### src/rtl/sdm_pkg.sv
`timescale 1ns / 1ps
// Shared types, constants and elaboration-time functions for the steer and
// differential drive mixer. No dependencies.
package sdm_pkg;

    // Default sizing handed to the top level parameters
    localparam int TAN_ENTRIES_DEF = 256;
    localparam int PWM_SCALE_DEF   = 1023;

    // Fixed-point constants
    localparam int POWER_DEAD   = 1639;     // 0.05 in Q1.15
    localparam int SERVO_CENTER = 90;
    localparam int SERVO_MAX    = 180;
    localparam int ANGLE_MIN    = 18775;    // 0.01 rad, degrees in Q.15
    localparam int ANGLE_FLOOR  = 93874;    // 0.05 rad, degrees in Q.15
    localparam int SPAN_SHIFT   = 21;       // 64 degrees in Q.15
    localparam int ONE_Q12      = 4096;
    localparam int FACTOR_CAP   = 3686;     // 0.9 in Q0.12
    localparam int ONE_Q27      = 134217728;
    localparam int SERIES_TERMS = 12;
    localparam longint unsigned PI_Q30 = 64'd3373259426;

    // Widths
    localparam int ANGLE_W  = 21;           // |steer| * max degrees
    localparam int TAN_W    = 16;
    localparam int TG_W     = 24;           // track * gain
    localparam int PROD_W   = TG_W + TAN_W;
    localparam int NUM_SHIFT = 13;          // divide by 2 and drop Q12 fraction
    localparam int NUM_W    = PROD_W - NUM_SHIFT;
    localparam int DIV_BITS = 12;           // quotient bits, covers the cap
    localparam int REM_W    = 8 + DIV_BITS; // remainder stays below wheelbase << 12
    localparam int F_W      = 12;
    localparam int K_W      = 14;
    localparam int V_W      = 30;           // power * (1 +/- f), Q.27 signed
    localparam int MAG_W    = 28;
    localparam int DUTY_W   = 11;

    // Pipeline depth of each section
    localparam int FRONT_LAT = 4;
    localparam int DIV_LAT   = DIV_BITS + 3;
    localparam int DRIVE_LAT = 4;

    // Register map
    typedef enum logic [2:0] {
        REG_STEER_DZ  = 3'd0,
        REG_SERVO_OFS = 3'd1,
        REG_MAX_DEG   = 3'd2,
        REG_WHEELBASE = 3'd3,
        REG_TRACK     = 3'd4,
        REG_GAIN      = 3'd5
    } t_reg_idx;

    typedef struct packed {
        logic [14:0] steer_dz;
        logic [5:0]  servo_ofs;     // signed degrees
        logic [5:0]  max_deg;
        logic [7:0]  wheelbase;
        logic [7:0]  track;
        logic [15:0] gain;
    } t_cfg;

    localparam t_cfg CFG_RESET = '{
        steer_dz:  15'd3277,
        servo_ofs: 6'd0,
        max_deg:   6'd30,
        wheelbase: 8'd20,
        track:     8'd15,
        gain:      16'd4096
    };

    // Per-item side data that rides along the pipeline
    typedef struct packed {
        logic signed [15:0] power;      // after dead zone
        logic               steer_neg;
        logic               steer_nz;
        logic [7:0]         servo;
    } t_carry;

    // Shift-and-subtract quotient for the table math at elaboration
    function automatic longint unsigned udiv64(input longint unsigned num,
                                               input longint unsigned den);
        longint unsigned q;
        logic [64:0]     rem;
        q   = '0;
        rem = '0;
        for (int b = 63; b >= 0; b--) begin
            rem = {rem[63:0], num[b]};
            if (rem >= 65'(den)) begin
                rem  = rem - 65'(den);
                q[b] = 1'b1;
            end
        end
        return q;
    endfunction

    // Taylor series in Q30: sine when odd is set, else cosine
    function automatic longint series_q30(input longint unsigned x, input bit odd);
        longint unsigned x2;
        longint unsigned term;
        longint unsigned n;
        longint unsigned den;
        longint          sum;
        x2   = (x * x) >> 30;
        term = odd ? x : (64'd1 << 30);
        n    = odd ? 64'd1 : 64'd0;
        sum  = signed'(term);
        for (int j = 0; j < SERIES_TERMS; j++) begin
            den  = (n + 64'd1) * (n + 64'd2);
            term = udiv64((term * x2) >> 30, den);
            n    = n + 64'd2;
            if ((j & 1) == 1) begin
                sum = sum + signed'(term);
            end else begin
                sum = sum - signed'(term);
            end
        end
        return sum;
    endfunction

    // tan of entry idx over 0..64 degrees, Q4.12 truncated
    function automatic logic [TAN_W-1:0] tan_entry(input int unsigned idx,
                                                   input int unsigned entries);
        longint unsigned span;
        longint unsigned x;
        longint unsigned q;
        longint unsigned cu;
        longint          s;
        longint          c;
        span = 64'd180 * 64'(entries);
        x    = udiv64(64'(idx) * 64'd64 * PI_Q30, span);
        s    = series_q30(x, 1'b1);
        c    = series_q30(x, 1'b0);
        if (s < 0) begin
            s = 0;
        end
        if (c <= 0) begin
            q = 64'hFFFF;
        end else begin
            cu = unsigned'(c);
            q  = udiv64(unsigned'(s) << 12, cu);
        end
        return TAN_W'(q);
    endfunction

endpackage

### src/rtl/sdm_front.sv
`timescale 1ns / 1ps
// Front section: dead zones, steering angle, servo angle, tan table lookup.
// Depends on sdm_pkg.
module sdm_front #(
    parameter int P_TAN_ENTRIES = sdm_pkg::TAN_ENTRIES_DEF
) (
    input  logic                          i_clk,
    input  logic                          i_rst_n,
    input  sdm_pkg::t_cfg                 i_cfg,
    input  logic                          i_valid,
    input  logic signed [15:0]            i_power,
    input  logic signed [15:0]            i_steer,
    output logic                          o_valid,
    output logic [sdm_pkg::TAN_W-1:0]     o_tan,
    output sdm_pkg::t_carry               o_carry
);
    import sdm_pkg::*;

    localparam int IDX_W  = $clog2(P_TAN_ENTRIES);
    localparam int SPAN_W = ANGLE_W + $clog2(P_TAN_ENTRIES + 1);

    // Constant tan table
    logic [TAN_W-1:0] w_rom [P_TAN_ENTRIES];

    for (genvar gi = 0; gi < P_TAN_ENTRIES; gi++) begin : g_rom
        localparam logic [TAN_W-1:0] TAN_VAL = tan_entry(gi, P_TAN_ENTRIES);
        assign w_rom[gi] = TAN_VAL;
    end

    // Stage 1: magnitudes and dead zones
    logic signed [16:0] w_steer_x;
    logic signed [16:0] w_power_x;
    logic [16:0]        w_smag;
    logic [16:0]        w_pmag;
    logic               w_steer_live;
    logic               w_power_live;
    t_carry             w_c1;

    assign w_steer_x = 17'(i_steer);
    assign w_power_x = 17'(i_power);
    assign w_smag = w_steer_x[16] ? unsigned'(-w_steer_x) : unsigned'(w_steer_x);
    assign w_pmag = w_power_x[16] ? unsigned'(-w_power_x) : unsigned'(w_power_x);
    assign w_steer_live = (w_smag >= 17'(i_cfg.steer_dz));
    assign w_power_live = (w_pmag >= 17'(POWER_DEAD));

    always_comb begin
        w_c1.power     = w_power_live ? i_power : 16'sd0;
        w_c1.steer_nz  = w_steer_live && (w_smag != 17'd0);
        w_c1.steer_neg = w_c1.steer_nz && i_steer[15];
        w_c1.servo     = 8'd0;
    end

    logic        r1_valid;
    logic [15:0] r1_smag;
    t_carry      r1_carry;

    always_ff @(posedge i_clk) begin
        if (!i_rst_n) begin
            r1_valid <= 1'b0;
        end else begin
            r1_valid <= i_valid;
        end
    end

    always_ff @(posedge i_clk) begin
        r1_smag  <= w_steer_live ? w_smag[15:0] : 16'd0;
        r1_carry <= w_c1;
    end

    // Stage 2: steering angle in Q.15 degrees
    logic [ANGLE_W-1:0] w_d;
    logic               r2_valid;
    logic [ANGLE_W-1:0] r2_d;
    t_carry             r2_carry;

    assign w_d = ANGLE_W'(r1_smag) * ANGLE_W'(i_cfg.max_deg);

    always_ff @(posedge i_clk) begin
        if (!i_rst_n) begin
            r2_valid <= 1'b0;
        end else begin
            r2_valid <= r1_valid;
        end
    end

    always_ff @(posedge i_clk) begin
        r2_d     <= w_d;
        r2_carry <= r1_carry;
    end

    // Stage 3: servo angle and table index
    logic signed [9:0]  w_q;
    logic signed [9:0]  w_ofs;
    logic signed [9:0]  w_ang;
    logic [7:0]         w_servo;
    logic [ANGLE_W-1:0] w_dfl;
    logic [SPAN_W-1:0]  w_span;
    logic [SPAN_W-1:0]  w_idx_full;
    logic [IDX_W-1:0]   w_idx;
    t_carry             w_c3;

    assign w_q   = $signed(10'(r2_d[ANGLE_W-1:15]));
    assign w_ofs = 10'($signed(i_cfg.servo_ofs));
    assign w_ang = 10'(SERVO_CENTER) + w_ofs + (r2_carry.steer_neg ? -w_q : w_q);

    always_comb begin
        if (w_ang < 10'sd0) begin
            w_servo = 8'd0;
        end else if (w_ang > 10'(SERVO_MAX)) begin
            w_servo = 8'(SERVO_MAX);
        end else begin
            w_servo = w_ang[7:0];
        end
    end

    // Floor tiny angles, then scale to a table index
    assign w_dfl      = (r2_d < ANGLE_W'(ANGLE_MIN)) ? ANGLE_W'(ANGLE_FLOOR) : r2_d;
    assign w_span     = SPAN_W'(w_dfl) * SPAN_W'(P_TAN_ENTRIES);
    assign w_idx_full = w_span >> SPAN_SHIFT;
    assign w_idx      = (w_idx_full >= SPAN_W'(P_TAN_ENTRIES))
                        ? IDX_W'(P_TAN_ENTRIES - 1) : IDX_W'(w_idx_full);

    always_comb begin
        w_c3       = r2_carry;
        w_c3.servo = w_servo;
    end

    logic             r3_valid;
    logic [IDX_W-1:0] r3_idx;
    t_carry           r3_carry;

    always_ff @(posedge i_clk) begin
        if (!i_rst_n) begin
            r3_valid <= 1'b0;
        end else begin
            r3_valid <= r2_valid;
        end
    end

    always_ff @(posedge i_clk) begin
        r3_idx   <= w_idx;
        r3_carry <= w_c3;
    end

    // Stage 4: table read
    logic             r4_valid;
    logic [TAN_W-1:0] r4_tan;
    t_carry           r4_carry;

    always_ff @(posedge i_clk) begin
        if (!i_rst_n) begin
            r4_valid <= 1'b0;
        end else begin
            r4_valid <= r3_valid;
        end
    end

    always_ff @(posedge i_clk) begin
        r4_tan   <= w_rom[r3_idx];
        r4_carry <= r3_carry;
    end

    assign o_valid = r4_valid;
    assign o_tan   = r4_tan;
    assign o_carry = r4_carry;

endmodule

### src/rtl/sdm_div.sv
`timescale 1ns / 1ps
// Differential factor: track*gain*tan / (2*wheelbase) in Q0.12, capped,
// through a one-bit-per-stage pipelined divider. Depends on sdm_pkg.
module sdm_div (
    input  logic                      i_clk,
    input  logic                      i_rst_n,
    input  sdm_pkg::t_cfg             i_cfg,
    input  logic                      i_valid,
    input  logic [sdm_pkg::TAN_W-1:0] i_tan,
    input  sdm_pkg::t_carry           i_carry,
    output logic                      o_valid,
    output logic [sdm_pkg::F_W-1:0]   o_f,
    output sdm_pkg::t_carry           o_carry
);
    import sdm_pkg::*;

    // Track times gain changes only when the configuration registers change
    logic [TG_W-1:0] r_tg;

    always_ff @(posedge i_clk) begin
        r_tg <= TG_W'(i_cfg.track) * TG_W'(i_cfg.gain);
    end

    // Numerator product
    logic              r_m1_valid;
    logic [PROD_W-1:0] r_prod;
    t_carry            r_m1_carry;

    always_ff @(posedge i_clk) begin
        if (!i_rst_n) begin
            r_m1_valid <= 1'b0;
        end else begin
            r_m1_valid <= i_valid;
        end
    end

    always_ff @(posedge i_clk) begin
        r_prod     <= PROD_W'(r_tg) * PROD_W'(i_tan);
        r_m1_carry <= i_carry;
    end

    // Overflow check: quotient at or above 4096 is past the cap anyway
    logic [NUM_W-1:0] w_num;
    logic [NUM_W-1:0] w_lim;
    logic             w_ovf;

    assign w_num = r_prod[PROD_W-1:NUM_SHIFT];
    assign w_lim = NUM_W'(i_cfg.wheelbase) << DIV_BITS;
    assign w_ovf = (i_cfg.wheelbase == 8'd0) || (w_num >= w_lim);

    // Divider stages: entry 0 is the loaded numerator, entry k after k bits
    logic                r_vld [0:DIV_BITS];
    logic [REM_W-1:0]    r_rem [0:DIV_BITS];
    logic [DIV_BITS-1:0] r_q   [0:DIV_BITS];
    logic                r_ovf [0:DIV_BITS];
    t_carry              r_cry [0:DIV_BITS];

    always_ff @(posedge i_clk) begin
        if (!i_rst_n) begin
            r_vld[0] <= 1'b0;
        end else begin
            r_vld[0] <= r_m1_valid;
        end
    end

    always_ff @(posedge i_clk) begin
        r_rem[0] <= REM_W'(w_num);
        r_q[0]   <= '0;
        r_ovf[0] <= w_ovf;
        r_cry[0] <= r_m1_carry;
    end

    for (genvar gs = 1; gs <= DIV_BITS; gs++) begin : g_stage
        localparam int BIT = DIV_BITS - gs;

        logic [REM_W-1:0]    w_trial;
        logic                w_take;
        logic [DIV_BITS-1:0] w_qn;

        assign w_trial = REM_W'(i_cfg.wheelbase) << BIT;
        assign w_take  = (r_rem[gs-1] >= w_trial);

        always_comb begin
            w_qn      = r_q[gs-1];
            w_qn[BIT] = w_take;
        end

        always_ff @(posedge i_clk) begin
            if (!i_rst_n) begin
                r_vld[gs] <= 1'b0;
            end else begin
                r_vld[gs] <= r_vld[gs-1];
            end
        end

        // Subtract the shifted divisor where it fits
        always_ff @(posedge i_clk) begin
            r_rem[gs] <= w_take ? (r_rem[gs-1] - w_trial) : r_rem[gs-1];
            r_q[gs]   <= w_qn;
            r_ovf[gs] <= r_ovf[gs-1];
            r_cry[gs] <= r_cry[gs-1];
        end
    end

    // Cap the factor; straight driving uses no factor
    logic [F_W-1:0] w_f;
    logic           r_f_valid;
    logic [F_W-1:0] r_f;
    t_carry         r_f_carry;

    always_comb begin
        if (!r_cry[DIV_BITS].steer_nz) begin
            w_f = '0;
        end else if (r_ovf[DIV_BITS] || (r_q[DIV_BITS] > DIV_BITS'(FACTOR_CAP))) begin
            w_f = F_W'(FACTOR_CAP);
        end else begin
            w_f = F_W'(r_q[DIV_BITS]);
        end
    end

    always_ff @(posedge i_clk) begin
        if (!i_rst_n) begin
            r_f_valid <= 1'b0;
        end else begin
            r_f_valid <= r_vld[DIV_BITS];
        end
    end

    always_ff @(posedge i_clk) begin
        r_f       <= w_f;
        r_f_carry <= r_cry[DIV_BITS];
    end

    assign o_valid = r_f_valid;
    assign o_f     = r_f;
    assign o_carry = r_f_carry;

endmodule

### src/rtl/sdm_drive.sv
`timescale 1ns / 1ps
// Drive section: inner and outer wheel speeds, clamp, duty scaling, side
// choice and the output register. Depends on sdm_pkg.
module sdm_drive #(
    parameter int P_PWM_SCALE = sdm_pkg::PWM_SCALE_DEF
) (
    input  logic                         i_clk,
    input  logic                         i_rst_n,
    input  logic                         i_valid,
    input  logic [sdm_pkg::F_W-1:0]      i_f,
    input  sdm_pkg::t_carry              i_carry,
    output logic                         o_valid,
    output logic [7:0]                   o_servo_angle,
    output logic signed [sdm_pkg::DUTY_W-1:0] o_left_pwm,
    output logic signed [sdm_pkg::DUTY_W-1:0] o_right_pwm
);
    import sdm_pkg::*;

    localparam int PW   = $clog2(P_PWM_SCALE + 1);
    localparam int SP_W = MAG_W + PW;
    localparam int DW   = (PW + 1 > DUTY_W) ? PW + 1 : DUTY_W;

    // Clamp a Q.27 speed to +-1.0 and return its magnitude
    function automatic logic [MAG_W-1:0] clamp_mag(input logic signed [V_W-1:0] v);
        logic [V_W-1:0] a;
        a = v[V_W-1] ? unsigned'(-v) : unsigned'(v);
        if (a > V_W'(ONE_Q27)) begin
            a = V_W'(ONE_Q27);
        end
        return MAG_W'(a);
    endfunction

    // Stage 1: speeds power * (1 - f) and power * (1 + f)
    logic [K_W-1:0]        w_k_in;
    logic [K_W-1:0]        w_k_out;
    logic signed [V_W-1:0] w_v_in;
    logic signed [V_W-1:0] w_v_out;

    assign w_k_in  = K_W'(ONE_Q12) - K_W'(i_f);
    assign w_k_out = K_W'(ONE_Q12) + K_W'(i_f);
    assign w_v_in  = V_W'(i_carry.power) * $signed(V_W'(w_k_in));
    assign w_v_out = V_W'(i_carry.power) * $signed(V_W'(w_k_out));

    logic                  r1_valid;
    logic signed [V_W-1:0] r1_v_in;
    logic signed [V_W-1:0] r1_v_out;
    logic                  r1_neg;
    logic [7:0]            r1_servo;

    always_ff @(posedge i_clk) begin
        if (!i_rst_n) begin
            r1_valid <= 1'b0;
        end else begin
            r1_valid <= i_valid;
        end
    end

    always_ff @(posedge i_clk) begin
        r1_v_in  <= w_v_in;
        r1_v_out <= w_v_out;
        r1_neg   <= i_carry.steer_neg;
        r1_servo <= i_carry.servo;
    end

    // Stage 2: clamp and split into sign and magnitude
    logic             r2_valid;
    logic [MAG_W-1:0] r2_mag_in;
    logic [MAG_W-1:0] r2_mag_out;
    logic             r2_sgn;
    logic             r2_neg;
    logic [7:0]       r2_servo;

    always_ff @(posedge i_clk) begin
        if (!i_rst_n) begin
            r2_valid <= 1'b0;
        end else begin
            r2_valid <= r1_valid;
        end
    end

    // Both speeds share the sign of power
    always_ff @(posedge i_clk) begin
        r2_mag_in  <= clamp_mag(r1_v_in);
        r2_mag_out <= clamp_mag(r1_v_out);
        r2_sgn     <= r1_v_in[V_W-1] | r1_v_out[V_W-1];
        r2_neg     <= r1_neg;
        r2_servo   <= r1_servo;
    end

    // Stage 3: scale to full-scale duty
    logic            r3_valid;
    logic [SP_W-1:0] r3_p_in;
    logic [SP_W-1:0] r3_p_out;
    logic            r3_sgn;
    logic            r3_neg;
    logic [7:0]      r3_servo;

    always_ff @(posedge i_clk) begin
        if (!i_rst_n) begin
            r3_valid <= 1'b0;
        end else begin
            r3_valid <= r2_valid;
        end
    end

    always_ff @(posedge i_clk) begin
        r3_p_in  <= SP_W'(r2_mag_in) * SP_W'(P_PWM_SCALE);
        r3_p_out <= SP_W'(r2_mag_out) * SP_W'(P_PWM_SCALE);
        r3_sgn   <= r2_sgn;
        r3_neg   <= r2_neg;
        r3_servo <= r2_servo;
    end

    // Stage 4: drop the fraction, restore sign, pick sides
    logic [PW-1:0]        w_dm_in;
    logic [PW-1:0]        w_dm_out;
    logic signed [DW-1:0] w_sd_in;
    logic signed [DW-1:0] w_sd_out;
    logic [DUTY_W-1:0]    w_inner;
    logic [DUTY_W-1:0]    w_outer;

    assign w_dm_in  = PW'(r3_p_in >> (MAG_W - 1));
    assign w_dm_out = PW'(r3_p_out >> (MAG_W - 1));
    assign w_sd_in  = r3_sgn ? -$signed(DW'(w_dm_in)) : $signed(DW'(w_dm_in));
    assign w_sd_out = r3_sgn ? -$signed(DW'(w_dm_out)) : $signed(DW'(w_dm_out));
    assign w_inner  = w_sd_in[DUTY_W-1:0];
    assign w_outer  = w_sd_out[DUTY_W-1:0];

    logic                     r4_valid;
    logic [7:0]               r4_servo;
    logic signed [DUTY_W-1:0] r4_left;
    logic signed [DUTY_W-1:0] r4_right;

    always_ff @(posedge i_clk) begin
        if (!i_rst_n) begin
            r4_valid <= 1'b0;
        end else begin
            r4_valid <= r3_valid;
        end
    end

    // Turning left puts the inner speed on the left wheel
    always_ff @(posedge i_clk) begin
        r4_servo <= r3_servo;
        r4_left  <= $signed(r3_neg ? w_inner : w_outer);
        r4_right <= $signed(r3_neg ? w_outer : w_inner);
    end

    assign o_valid       = r4_valid;
    assign o_servo_angle = r4_servo;
    assign o_left_pwm    = r4_left;
    assign o_right_pwm   = r4_right;

endmodule

### src/rtl/steer_and_differential_drive_mixer_core.sv
`timescale 1ns / 1ps
// Top level of the steer and differential drive mixer: register file and
// the front, divider and drive sections. Depends on sdm_pkg, sdm_front,
// sdm_div and sdm_drive.
//
//   channel   handshake                    payload
//   command   i_start / o_busy             i_power, i_steer
//   result    o_valid (strobe, one cycle)  o_servo_angle, o_left_pwm, o_right_pwm
//   config    i_cfg_valid / o_cfg_ready    i_cfg_index, i_cfg_data
//
// One command enters per clock. The pipeline depth is set by the twelve-stage
// restoring divider for the factor, with its product, load and cap registers,
// plus the front and drive stages.
// o_busy and o_cfg_ready follow the synchronous reset only; reset loads the
// register defaults and empties the pipeline. Results cannot be stalled.
module steer_and_differential_drive_mixer_core #(
    parameter int P_TAN_ENTRIES = sdm_pkg::TAN_ENTRIES_DEF,
    parameter int P_PWM_SCALE   = sdm_pkg::PWM_SCALE_DEF
) (
    input  logic                               i_clk,
    input  logic                               i_rst_n,
    input  logic                               i_start,
    output logic                               o_busy,
    input  logic signed [15:0]                 i_power,
    input  logic signed [15:0]                 i_steer,
    output logic                               o_valid,
    output logic [7:0]                         o_servo_angle,
    output logic signed [sdm_pkg::DUTY_W-1:0]  o_left_pwm,
    output logic signed [sdm_pkg::DUTY_W-1:0]  o_right_pwm,
    input  logic                               i_cfg_valid,
    output logic                               o_cfg_ready,
    input  logic [2:0]                         i_cfg_index,
    input  logic [15:0]                        i_cfg_data
);
    import sdm_pkg::*;

    localparam int LATENCY = FRONT_LAT + DIV_LAT + DRIVE_LAT;

    logic w_accept;
    logic w_cfg_we;

    assign o_busy      = !i_rst_n;
    assign o_cfg_ready = i_rst_n;
    assign w_accept    = i_start && !o_busy;
    assign w_cfg_we    = i_cfg_valid && o_cfg_ready;

    // Configuration registers
    t_cfg r_cfg;

    always_ff @(posedge i_clk) begin
        if (!i_rst_n) begin
            r_cfg <= CFG_RESET;
        end else if (w_cfg_we) begin
            unique case (t_reg_idx'(i_cfg_index))
                REG_STEER_DZ:  r_cfg.steer_dz  <= i_cfg_data[14:0];
                REG_SERVO_OFS: r_cfg.servo_ofs <= i_cfg_data[5:0];
                REG_MAX_DEG:   r_cfg.max_deg   <= i_cfg_data[5:0];
                REG_WHEELBASE: r_cfg.wheelbase <= i_cfg_data[7:0];
                REG_TRACK:     r_cfg.track     <= i_cfg_data[7:0];
                REG_GAIN:      r_cfg.gain      <= i_cfg_data;
                default: ;
            endcase
        end
    end

    // Front: dead zones, servo, table lookup
    logic             w_fr_valid;
    logic [TAN_W-1:0] w_fr_tan;
    t_carry           w_fr_carry;

    sdm_front #(
        .P_TAN_ENTRIES (P_TAN_ENTRIES)
    ) u_front (
        .i_clk   (i_clk),
        .i_rst_n (i_rst_n),
        .i_cfg   (r_cfg),
        .i_valid (w_accept),
        .i_power (i_power),
        .i_steer (i_steer),
        .o_valid (w_fr_valid),
        .o_tan   (w_fr_tan),
        .o_carry (w_fr_carry)
    );

    // Differential factor
    logic           w_dv_valid;
    logic [F_W-1:0] w_dv_f;
    t_carry         w_dv_carry;

    sdm_div u_div (
        .i_clk   (i_clk),
        .i_rst_n (i_rst_n),
        .i_cfg   (r_cfg),
        .i_valid (w_fr_valid),
        .i_tan   (w_fr_tan),
        .i_carry (w_fr_carry),
        .o_valid (w_dv_valid),
        .o_f     (w_dv_f),
        .o_carry (w_dv_carry)
    );

    // Wheel duties and output register
    sdm_drive #(
        .P_PWM_SCALE (P_PWM_SCALE)
    ) u_drive (
        .i_clk         (i_clk),
        .i_rst_n       (i_rst_n),
        .i_valid       (w_dv_valid),
        .i_f           (w_dv_f),
        .i_carry       (w_dv_carry),
        .o_valid       (o_valid),
        .o_servo_angle (o_servo_angle),
        .o_left_pwm    (o_left_pwm),
        .o_right_pwm   (o_right_pwm)
    );

    // Every transfer in produces exactly one strobe after the fixed latency
    a_in_to_out: assert property (@(posedge i_clk) disable iff (!i_rst_n)
        w_accept |-> ##LATENCY o_valid)
        else $error("accepted command produced no result");

    a_out_from_in: assert property (@(posedge i_clk) disable iff (!i_rst_n)
        o_valid |-> $past(w_accept, LATENCY))
        else $error("result strobe without a matching command");

    a_servo_range: assert property (@(posedge i_clk) disable iff (!i_rst_n)
        o_valid |-> (o_servo_angle <= 8'(SERVO_MAX)))
        else $error("servo angle past saturation limit");

endmodule
### config.mk
export PLATFORM = sky130hd
export DESIGN_NAME = steer_and_differential_drive_mixer_core
export DESIGN_NICKNAME = d
export VERILOG_FILES = /design/src/rtl/sdm_pkg.sv /design/src/rtl/sdm_front.sv /design/src/rtl/sdm_div.sv /design/src/rtl/sdm_drive.sv /design/src/rtl/steer_and_differential_drive_mixer_core.sv
export SDC_FILE = /design/constraint.sdc
export NUM_CORES = 2
export LEC_CHECK = 0
export ABC_AREA = 1
export BUFFER_PORTS_ARGS = -buffer_cell sky130_fd_sc_hd__clkbuf_2
export CAP_MARGIN = 15
export CORE_AREA = 2 2 499 501
export DETAILED_ROUTE_END_ITERATION = 16
export DIE_AREA = 0 0 501 503
export GPL_ROUTABILITY_DRIVEN = 0
export PLACE_DENSITY = 0.55
export SLEW_MARGIN = 20
export SYNTH_ARGS = -nofsm -noshare
export SYNTH_HDL_FRONTEND = slang
export SYNTH_SLANG_ARGS = --single-unit
export TNS_END_PERCENT = 100
### constraint.sdc
create_clock -name i_clk -period 17.92 [get_ports i_clk]
set_input_delay 3.584 -clock i_clk [delete_from_list [all_inputs] [get_ports i_clk]]
set_output_delay 3.584 -clock i_clk [all_outputs]
set_load 0.01 [all_outputs]
Yosys cells after proc, flatten, opt, wreduce, memory -nomap -nowiden
Memory sizes are Yosys's and may differ from the RTL's. A register that Yosys moved wholly into a read port is not among the register bits. Index checks and enable logic that the tools add are counted.

Register bits after elaboration: 577. Bits of input ports: 55. Output and inout port bits: 33. Bits in read-only memories: 4096. Memory bits (writable): 780. Logic and storage cells: 198. Memories: 6.

Memory list: (no name shown) (depth 256, bits a word 16, read ports 1, clocked after Yosys merged registers in 1, write ports 0, RTL line sdm_front.sv:159) `r4_tan <= w_rom[r3_idx];`; u_div.r_cry (depth 13, bits a word 26, read ports 13, clocked after Yosys merged registers in 0, write ports 13, RTL line sdm_div.sv:56) `t_carry r_cry [0:DIV_BITS];`; u_div.r_rem (depth 13, bits a word 20, read ports 12, clocked after Yosys merged registers in 0, write ports 13, RTL line sdm_div.sv:53) `logic [REM_W-1:0] r_rem [0:DIV_BITS];`; u_div.r_q (depth 13, bits a word 12, read ports 13, clocked after Yosys merged registers in 0, write ports 13, RTL line sdm_div.sv:54) `logic [DIV_BITS-1:0] r_q [0:DIV_BITS];`; u_div.r_ovf (depth 13, bits a word 1, read ports 13, clocked after Yosys merged registers in 0, write ports 13, RTL line sdm_div.sv:55) `logic r_ovf [0:DIV_BITS];`; u_div.r_vld (depth 13, bits a word 1, read ports 13, clocked after Yosys merged registers in 1, write ports 13, RTL line sdm_div.sv:52) `logic r_vld [0:DIV_BITS];`.

Eq/ne operators: 5. Order comparisons: 22. Reduce and logical (&&, ||, !) cells: 19. Multiply operators: 7. Bitwise gates (word level): 16. Mux-type cells: 39. $add $sub $neg: 23.

Operators with widths (number): 20-bit two-way mux (12); 28-bit by 10-bit multiplier with 37-bit output (second input constant) (2); 30-bit by 28-bit greater-than comparator with 1-bit output (second input constant) (2); 16-bit by 15-bit multiplier with 30-bit output (2); 30-bit two-way mux (2); 30-bit negation (2); 11-bit two-way mux (4); 24-bit by 16-bit multiplier with 40-bit output (1); 17-bit two-way mux (2); 16-bit negation with 17-bit output (2); 27-bit by 20-bit >= comparator with 1-bit output (1); 8-bit by 16-bit multiplier with 24-bit output (1); 10-bit negation with 11-bit output (2); 21-bit by 15-bit < comparator with 1-bit output (second input constant) (1); 16-bit by 6-bit multiplier with 21-bit output (1); 21-bit two-way mux (1); 20-bit by 10-bit >= comparator with 1-bit output (1); 20-bit by 11-bit >= comparator with 1-bit output (1); 20-bit by 12-bit >= comparator with 1-bit output (1); 20-bit by 13-bit >= comparator with 1-bit output (1); 20-bit by 14-bit >= comparator with 1-bit output (1); 20-bit by 15-bit >= comparator with 1-bit output (1); 20-bit by 16-bit >= comparator with 1-bit output (1); 20-bit by 17-bit >= comparator with 1-bit output (1); 45 further kinds (85).

Longest topological paths before layout
Depth in word-level cells: 5. Gate-level depth with buffers: 38. Mapped depth without buffers: 35.

Cells and area by module
A second synthesis with hierarchy kept.

Cell total of the unflattened synthesis: 10769. Area, all modules: 89622.2 µm².

Modules (own cells, without submodules): sdm_div (seq. area each 15995.3 µm², cells an instance 4621, times used 1, area an instance 41308.4 µm²); sdm_drive (seq. area each 3963.8 µm², cells an instance 4095, times used 1, area an instance 34301.6 µm²); sdm_front (seq. area each 3022.9 µm², cells an instance 1714, times used 1, area an instance 11562.3 µm²); steer_and_differential_drive_mixer_core (seq. area each 1181.1 µm², cells an instance 339, times used 1, area an instance 2449.8 µm²).

Worst setup path after synthesis
Ideal clock, no wire load.

Kind: input-to-output. Start: in i_rst_n. End: out o_busy. Data required time: 14336 ps. Arrival time: 4212 ps. Path buffers: 2. Setup slack: 10124 ps. Stages: 3. Cell sequence: clkbuf_1 clkbuf_1 inv_1.

Word-level cells in the longest chain between the ends: 1.

Ends and longest elaborated chain: start, declared (RTL line steer_and_differential_drive_mixer_core.sv:21) `input logic i_rst_n,`; 1-bit zero test; end, declared (RTL line steer_and_differential_drive_mixer_core.sv:23) `output logic o_busy,`.

No other way between the ends.

Worst setup path in the final report
Start: in i_rst_n. End: out o_cfg_ready.

RTL lines: end, declared (RTL line steer_and_differential_drive_mixer_core.sv:31) `output logic o_cfg_ready,`.

No word-level cell between the ends.

==> out/qor.csv <==
metric,value,unit
grt.overflow.total,0,
fin_crit_sh,0.451,
synthFlopType,dfxtp_1,
critPathMaxStageDelay,0.56,ns
final_max_slew_viol_count,0,
synth.most_common_cell,inv_1,
finalCriticalPeriod,8.09,ns
syn-cell-area,85900,sq um
grt_usage,0.162,
area_growth,9.89,%
grt_pass1_wl,336,mm
avgSynthCellArea,8.51,sq um
antenna_found_initial,5,
htreeDepth,4,
cts_tree,built,
drc_errors,0,
diodes,0,
cp_num_buf_inv,3,
synthCells,10100,
synth_top_cell_by_area,dfxtp_1,
timing.reg2reg.setup_slack,10.60,ns
drtAntennaViolNets,0,
worstSetupPathType,in2out,
maxClockFrequency,124,MHz
ys_top_cells_by_count,"inv_1 (2,219), nand2_1 (2,001), dfxtp_1 (1,206), fa_1 (1,117), nor2_1 (645)",
hold_path.class,reg2reg,
cts-root-buf,clkbuf_16,
synth.area.mux_share,0,
nets,11900,
dr_total_vias,63400,
worst-path-stages,3,
cts_resized,0,
yosysTopAreaCellShare,0.281,
timing.critical_path.mode_cell,clkbuf_2,
grt_max_degree,86,
path_max_fanout,85,
syn-num-nets,11900,
clk_latency,0.78,ns
max-cap-violations,0,
drive_gt1_frac,0.0433,
dr.pass1.iters,7,
viasPerCell,4.71,
reg2reg_from,u_div.o_f[1],
wirelength,200,mm
ys_async_sr_fraction,0,
clock_sinks,1206,
ios,88,
worstPathArrival,4.50,ns
synthAdderAreaFrac,0.350,
finalSetupViolations,0,
top_usage_layer,met2,
post_cts_buffers,0,
die_width,501,um
drtIter0Drc,3868,
rsz0062_at_grt,false,
hpwl,158,mm
ys_types,63,
yosys_warnings,0,
required,14.34,ns
cts.clk_slew.worst_paths,0.06,ns
tightest_slew,0.940,ns
path_cells,clkbuf_2 -> buf_4 -> clkbuf_2,
skew,0.0630,ns
cts_made_buffers,133,
cts_hold_buf,0,
dieArea,252000,sq um
setup-tns-final,0,ns
r2r_cells,33,
core_area,247000,sq um
synth_simple_gate_area_share,0.154,
r2r_end,u_drive.r1_v_in[29],
synth_xor_xnor_area_share,0.0310,
crit_end,o_cfg_ready,
grt_pass1_vias,66200,
clock_path_buffers,3,
met2_usage,0.284,
worstSetupEndpointType,output pin,
met3_usage,0.0258,
startpoint_type,primary input,
ys_ff_latch,1206,
crit_family,buffers and inverters,
start_util,0.348,
status,"complete, no violations",
die_h,503,um
groute.layer.met1.usage,0.202,
rows,183,
port_buffers,87,
relSlewSlack,0.373,
crit_slowest_cell,buf_4,
synth_edf_count,0,
seq_area_frac_synth,0.281,
hold_violations,0,
synth_top_family_by_area,adder cells,
crit_start,i_rst_n,
synth_compound_area_frac,0.0735,
wire_per_inst,14.9,um
synthTopCellsByArea,"dfxtp_1 (28%), fa_1 (26%), inv_1 (9.7%)",
[cells by family (layout without fill, tap and decap cells)]
| group | count (synthesis) | after routing |
|---|---|---|
| DFF | 1206 | 1206 |
| adders and majority gates | 1736 | 1736 |
| and+or+nand+nor | 3223 | 3223 |
| buffers and inverters | 2496 | 2612 |
| xor gates and xnor gates | 304 | 304 |
| AOI/OAI and AO/OA | 1127 | 1127 |
[stage by stage]
stage / utilization / instances / worst slack [ns] / hold slack [ns] / area [sq um]
after floorplan: - / 10100 / 10.12 / 0.310 / 85900
after global placement: 0.363 / 13200 / 9.86 / 0.310 / 89700
after detailed placement: 0.363 / 13200 / 9.85 / 0.312 / 89700
after CTS: 0.382 / 13400 / 9.85 / 0.293 / 94400
after global routing: 0.382 / 13400 / 9.77 / 0.298 / 94400
final: 0.382 / 13400 / 9.83 / 0.291 / 94400
[flip-flops by register name (all words and copies together) (netlist names), 26 cells and up]
register and cells:
u_front.o_carry 26, u_div.r_m1_carry 26, u_front.r3_carry 26, u_div.r_prod 27, u_drive.r1_v_out 29, u_drive.r1_v_in 30
u_div.r_cry 338, u_drive.r2_mag_out 28, u_div.r_q 78, u_drive.r2_mag_in 28, u_div.r_rem 240, r_cfg 59
[metal layers]
layer / vias to the layer above / wire length, um
met3: 447 / 10400
met2: 1666 / 97500
met4: 4 / 6290
li1: 30700 / -
met1: 30600 / 86200
met5: - / 23
[worst min-delay path by stage]
stage / start / endpoint / slack, ns / depth (start not counted)
after global routing: u_front.r2_carry[20] / u_front.r3_carry[20] / 0.30 / 0
final: u_front.r2_carry[20] / u_front.r3_carry[20] / 0.29 / 0
after floorplan: u_div.r_cry[12][0] / u_div.o_carry[0] / 0.31 / 0
after global placement: u_div.r_cry[12][25] / u_div.o_carry[25] / 0.31 / 0
after detailed placement: u_div.r_cry[10][1] / u_div.r_cry[11][1] / 0.31 / 0
after CTS: u_front.r2_carry[20] / u_front.r3_carry[20] / 0.29 / 0
[cell usage in the layout, fill, tap and decap left out, types with 134 or more instances in the layout]
cell type	count
a21oi_1	449
clkbuf_16	134
dfxtp_1	1204
fa_1	1117
ha_1	619
inv_1	2219
nand2_1	2001
nand3_1	256
nor2_1	644
o21ai_0	423
xor2_1	216
[area by class of cell]
class	count	area [sq um]
Fill cell	24800	153000
Multi-Input combinational cell	6390	52300
Sequential cell	1206	24100
Inverter	2233	8380
Tap cell	3237	4050
Clock buffer	173	3710
Clock inverter	68	1010
Timing Repair Buffer	138	818
Power is not shown: default switching activity piles up to over one toggle a cycle in this logic, so the estimate is an artifact.
